File: src/rtl/core/brbsc_pkg.sv
// Shared types and constants for the byte ring buffer with search and checksum.
`default_nettype none
package brbsc_pkg;
  localparam int unsigned DEPTH = 1024;
  localparam int unsigned AW = $clog2(DEPTH);
  localparam int unsigned CW = AW + 1;
  localparam logic [16:0] ADLER_MOD = 17'd65521;

  typedef enum logic [2:0] {
    MODE_PUSH     = 3'd0,
    MODE_POP      = 3'd1,
    MODE_PEEK     = 3'd2,
    MODE_DISCARD  = 3'd3,
    MODE_SEARCH   = 3'd4,
    MODE_CHECKSUM = 3'd5
  } mode_t;

  localparam logic [1:0] ST_OK    = 2'd0;
  localparam logic [1:0] ST_MISS  = 2'd1;
  localparam logic [1:0] ST_FULL  = 2'd2;

  typedef struct packed {
    logic [2:0]  mode;
    logic [7:0]  data_byte;
    logic [10:0] offset;
    logic [10:0] count;
  } in_item_t;

  typedef struct packed {
    logic [7:0]  out_byte;
    logic [31:0] result_value;
    logic [1:0]  status;
    logic [10:0] fill_level;
  } out_item_t;

  // memory port request from the controller
  typedef struct packed {
    logic          we;
    logic [AW-1:0] waddr;
    logic [7:0]    wdata;
    logic [AW-1:0] raddr;
  } mem_req_t;
endpackage
`default_nettype wire

File: src/rtl/core/brbsc_adler.sv
// Adler-32 accumulator: one byte per enabled cycle.
`default_nettype none
module brbsc_adler (
  input  wire logic        clk,
  input  wire logic        init,
  input  wire logic        en,
  input  wire logic [7:0]  din,
  output logic [31:0]      sum
);
  logic [15:0] a_r, b_r;
  logic [16:0] a_add, b_add;
  logic [15:0] a_nxt, b_nxt;

  always_comb begin
    a_add = {1'b0, a_r} + {9'd0, din};
    a_nxt = (a_add >= brbsc_pkg::ADLER_MOD) ? 16'(a_add - brbsc_pkg::ADLER_MOD)
                                            : a_add[15:0];
    b_add = {1'b0, b_r} + {1'b0, a_nxt};
    b_nxt = (b_add >= brbsc_pkg::ADLER_MOD) ? 16'(b_add - brbsc_pkg::ADLER_MOD)
                                            : b_add[15:0];
  end

  always_ff @(posedge clk) begin
    if (init) begin
      a_r <= 16'd1;
      b_r <= 16'd0;
    end else if (en) begin
      a_r <= a_nxt;
      b_r <= b_nxt;
    end
  end

  assign sum = {b_r, a_r};
endmodule
`default_nettype wire

File: config.mk
export PLATFORM = sky130hd
export DESIGN_NAME = brbsc_adler
export DESIGN_NICKNAME = d
export VERILOG_FILES = /design/src/rtl/core/brbsc_pkg.sv /design/src/rtl/core/brbsc_adler.sv
export SDC_FILE = /design/constraint.sdc
export NUM_CORES = 1
export LEC_CHECK = 0
export BUFFER_PORTS_ARGS = -buffer_cell sky130_fd_sc_hd__buf_2
export CORE_ASPECT_RATIO = 0.75
export CORE_MARGIN = 2
export CORE_UTILIZATION = 45
export CTS_CLUSTER_DIAMETER = 30
export CTS_CLUSTER_SIZE = 14
export DETAILED_ROUTE_END_ITERATION = 8
export PLACE_DENSITY = 0.63
export SYNTH_ARGS = -nofsm -noshare
export SYNTH_HDL_FRONTEND = slang
export SYNTH_SLANG_ARGS = --single-unit
File: constraint.sdc
create_clock -name clk -period 10.23 [get_ports clk]
set_clock_uncertainty 0.2 [all_clocks]
set_input_delay 1.023 -clock clk [delete_from_list [all_inputs] [get_ports clk]]
set_output_delay 1.023 -clock clk [all_outputs]
set_load 0.01 [all_outputs]
==> results.cfg <==
[power]
powerDensity_nw_per_um2 = 169.0
leakagePower_uw = 0.001683
seqPwrFrac_pct = 24.3
p_comb_share_pct = 58.5
swShare_pct = 45.74
irDropWorstVdd_mv = 0.09255
internal_power_uw = 344.2
power_frac_clock_pct = 17.2
p_switching_uw = 290.1

[clock_tree]
post_cts_resized = 0
path_clk_slew_ns = 0.08
clk-insertion-delay-late_ns = 0.30
clkSinkCount = 32
cts_root_buf = clkbuf_8
htreeDepth = 2
cts_hold_buf = 0
cts_tree = yes
cts_setup_buffers = 0
clock_path_buffers = 2
cts_buffers = 5

[drt]
wl_um = 9612
drt_pass1_iterations = 5
drt-initial-drc-count = 200
via_count = 3553
via_per_inst = 6.053
ant_nets = 0
drc_errors = 0
wire_per_inst_um = 16.37

[yosys]
avgSynthCellArea_um2 = 7.502
syn_inst = 453
synth_top_family_by_area = compound AO/OA/AOI/OAI gates
synthXorXnorAreaFrac_pct = 6.959
synthTopCellsByArea = dfxtp_1 19%, ha_1 11%, nor2_1 5.3%, a21oi_1 4.6%, nand2_1 4.2%
async_reset_ff_share_pct = 0
synthMuxAreaShare_pct = 1.215
synth_common_cells = 48 x nor2_1, 38 x nand2_1, 32 x dfxtp_1
synth-simple-area-share_pct = 28.06
synth_fp_nets = 496
synth.distinct_cells = 65
synth.most_common_cell = nor2_1
synth_top_area_share_pct = 18.85
syn_area_um2 = 3398
synth_flop_cell = dfxtp_1
synth_compound_area_share_pct = 28.28
seq_area_frac_synth_pct = 18.85
synth-seq-cells = 32
synthAdderAreaFrac_pct = 12.22
synth_top_cell_by_area = dfxtp_1
synth-warning-count = 0
synth_edf_count = 0

[hold_path]
hold_class = reg -> reg

[layout]
final_cells = 587
area_delta_synth_final_pct = 10.46
nets = 528
final.fill_count = 744
drive_gt1_share_pct = 13.37
diodes = 0

[sta]
slew_violations = 0
max_slew_margin_pct = 49.00
rsz0062_at_grt = false
min_period_over_period_pct = 76.21
setup_ws_ns = 2.434
finalSetupViolCount = 0
min_period_ns = 7.796
worst_slew_pin_slew_ns = 0.7591
finalHoldViolations = 0
setup-tns-final_ns = 0
max_freq_mhz = 128.3

[run]
drv_cap = 0

[critical_path]
path_buf_inv = 2
cpMaxStageDelayCell = or4_1
max_stage_delay_ns = 0.64
rr_startpoint = a_r[0]
crit_type = in -> reg
worstPathRequired_ns = 10.22
reg2reg_depth = 23
cp_top_family = compound AO/OA/AOI/OAI gates
end_kind = flip-flop
crit_end = b_r[7]
crit_fanout = 16
crit_top_cell = xnor2_1
crit_path_start = din[2]
path_depth = 22
crit_arrival_ns = 7.79
r2r-end = b_r[7]
ff2ff_setup_slack_ns = 2.93
crit_path_start_kind = input port
path_cells = buf_2, ha_1, and3_1, a221oi_1, xnor2_1, nand4_1, nand2b_1, nand3b_1, o31a_4, xnor2_1, ha_1, inv_1, fa_1, nand3b_1, a21oi_1, o31ai_1, a31oi_1, xnor2_1, or4_1, o21ai_2, nand4_1, a311oi_1

[global_routing]
overflow = 0
antenna_found_initial = 0
grt_use_total_pct = 23.74
grt_max_degree = 47
grt_pass1_vias = 3134
grt_pass1_wl_um = 15890

[placement]
numPortBuffers = 42
dp_hpwl_um = 7361
dp.cells = 579
dp_slack_ns = 2.255
routabilityCongestion = 0.9034

[die]
die_w_um = 104.3
rows = 27
core_area_um2 = 7331
die_y_um = 79.26
ioPinCount = 43
start_util_pct = 46.36
die_area_um2 = 8270

[run_status]
status = finished clean
==> layout by cell type, fill, tap and decap left out, types with 3 or more instances in the layout <==
master and count:
dfxtp_1 32, a211o_1 4, or4_1 4, xnor2_1 14, and3_1 11, ha_1 30
nand4_1 10, a31o_2 3, or3_1 13, nand2_1 38, nand3b_1 5, a31oi_1 5
a311oi_1 12, o211ai_1 3, nor2_1 48, mux2i_1 3, o21ai_0 16, buf_2 42
nand3_1 20, or2_2 3, xor2_1 13, and2_1 6, inv_1 18, a211oi_1 5
o311a_1 3, o21a_1 4, o31ai_1 3, nor3_1 14, a21o_1 14, a21oi_1 31
nand2b_1 7, o31a_1 3, clkbuf_8 6
==> area by class of cell <==
class                           instances  area (µm²)  share of cell area [%]
Multi-Input combinational cell        384        2608                   69.47
Sequential cell                        32       640.6                   17.07
Timing Repair Buffer                   43       217.7                   5.800
Tap cell                              101       126.4                   3.367
Clock buffer                            8       90.09                   2.400
Inverter                               19       71.32                   1.900
==> metal layers <==
layer  share of wire (%)  routed length [µm]  vias to the layer above  global-route usage, %
li1                    -                   -                     1762                      -
met1                  50                4827                     1668                  34.59
met2                  42                4052                      106                  35.82
met3                 5.8                 554                       17                  3.695
met4                 1.9                 178                        0                  7.162
met5                   0                   0                        -                      0
==> per-stage QoR <==
stage | utilization (%) | hold slack, ns | cell area [µm²] | total power (µW)
final | 51.20 | 0.2996 | 3754 | 634.2
after global routing | 51.20 | 0.3246 | 3754 | 684.2
after CTS | 51.20 | 0.3056 | 3754 | 633.2
after detailed placement | 49.97 | 0.2936 | 3664 | 521.5
after global placement | 49.97 | 0.2827 | 3664 | 516.8
after floorplan | - | 0.3107 | 3398 | 438.5
==> how the worst min path moves through the flow <==
stage / from / end / slack, ns / cells past startpoint
after CTS: b_r[11] / b_r[11] / 0.31 / 2
after global routing: b_r[11] / b_r[11] / 0.32 / 2
after detailed placement: b_r[11] / b_r[11] / 0.29 / 2
after floorplan: b_r[11] / b_r[11] / 0.31 / 2
after global placement: b_r[11] / b_r[11] / 0.28 / 2
final: b_r[12] / b_r[12] / 0.30 / 2
==> registers in the layout, summed over array words and instances, names as in the netlist <==
signal	count
a_r	16
b_r	16
==> worst register-to-register path, stage by stage, from the launching register on <==
cell and delay, ns:
dfxtp_1 0.35, ha_1 0.18, inv_1 0.06, fa_1 0.41, nand2b_1 0.20, a21oi_2 0.19, o211ai_2 0.11, a21boi_2 0.24
xnor2_1 0.10, or4_1 0.70, o31a_4 0.46, xnor2_1 0.23, ha_1 0.21, inv_1 0.06, fa_1 0.39, nand3b_1 0.24
a21oi_1 0.38, o31ai_1 0.19, a31oi_1 0.36, xnor2_1 0.23, or4_1 0.64, o21ai_2 0.58, nand4_1 0.20, a311oi_1 0.29
==> kinds of logic after synthesis <==
logic type | Yosys count
AND/OR/NAND/NOR | 188
AO/OA/AOI/OAI | 133
buffers and inverters | 37
adder cells (fa/ha/maj) | 32
flip-flops | 32
XOR/XNOR | 27
multiplexers | 4
==> power groups by stage <==
stage          sequential, µW  combinational [µW]  clock, µW
3_5_place_dp              157                 364          0
2_1_floorplan             160                 278          0
6_report                  154                 371        109
5_1_grt                   156                 413        115
3_3_place_gp              157                 360          0
4_1_cts                   154                 368        111
(Power assumes the default switching activity.)
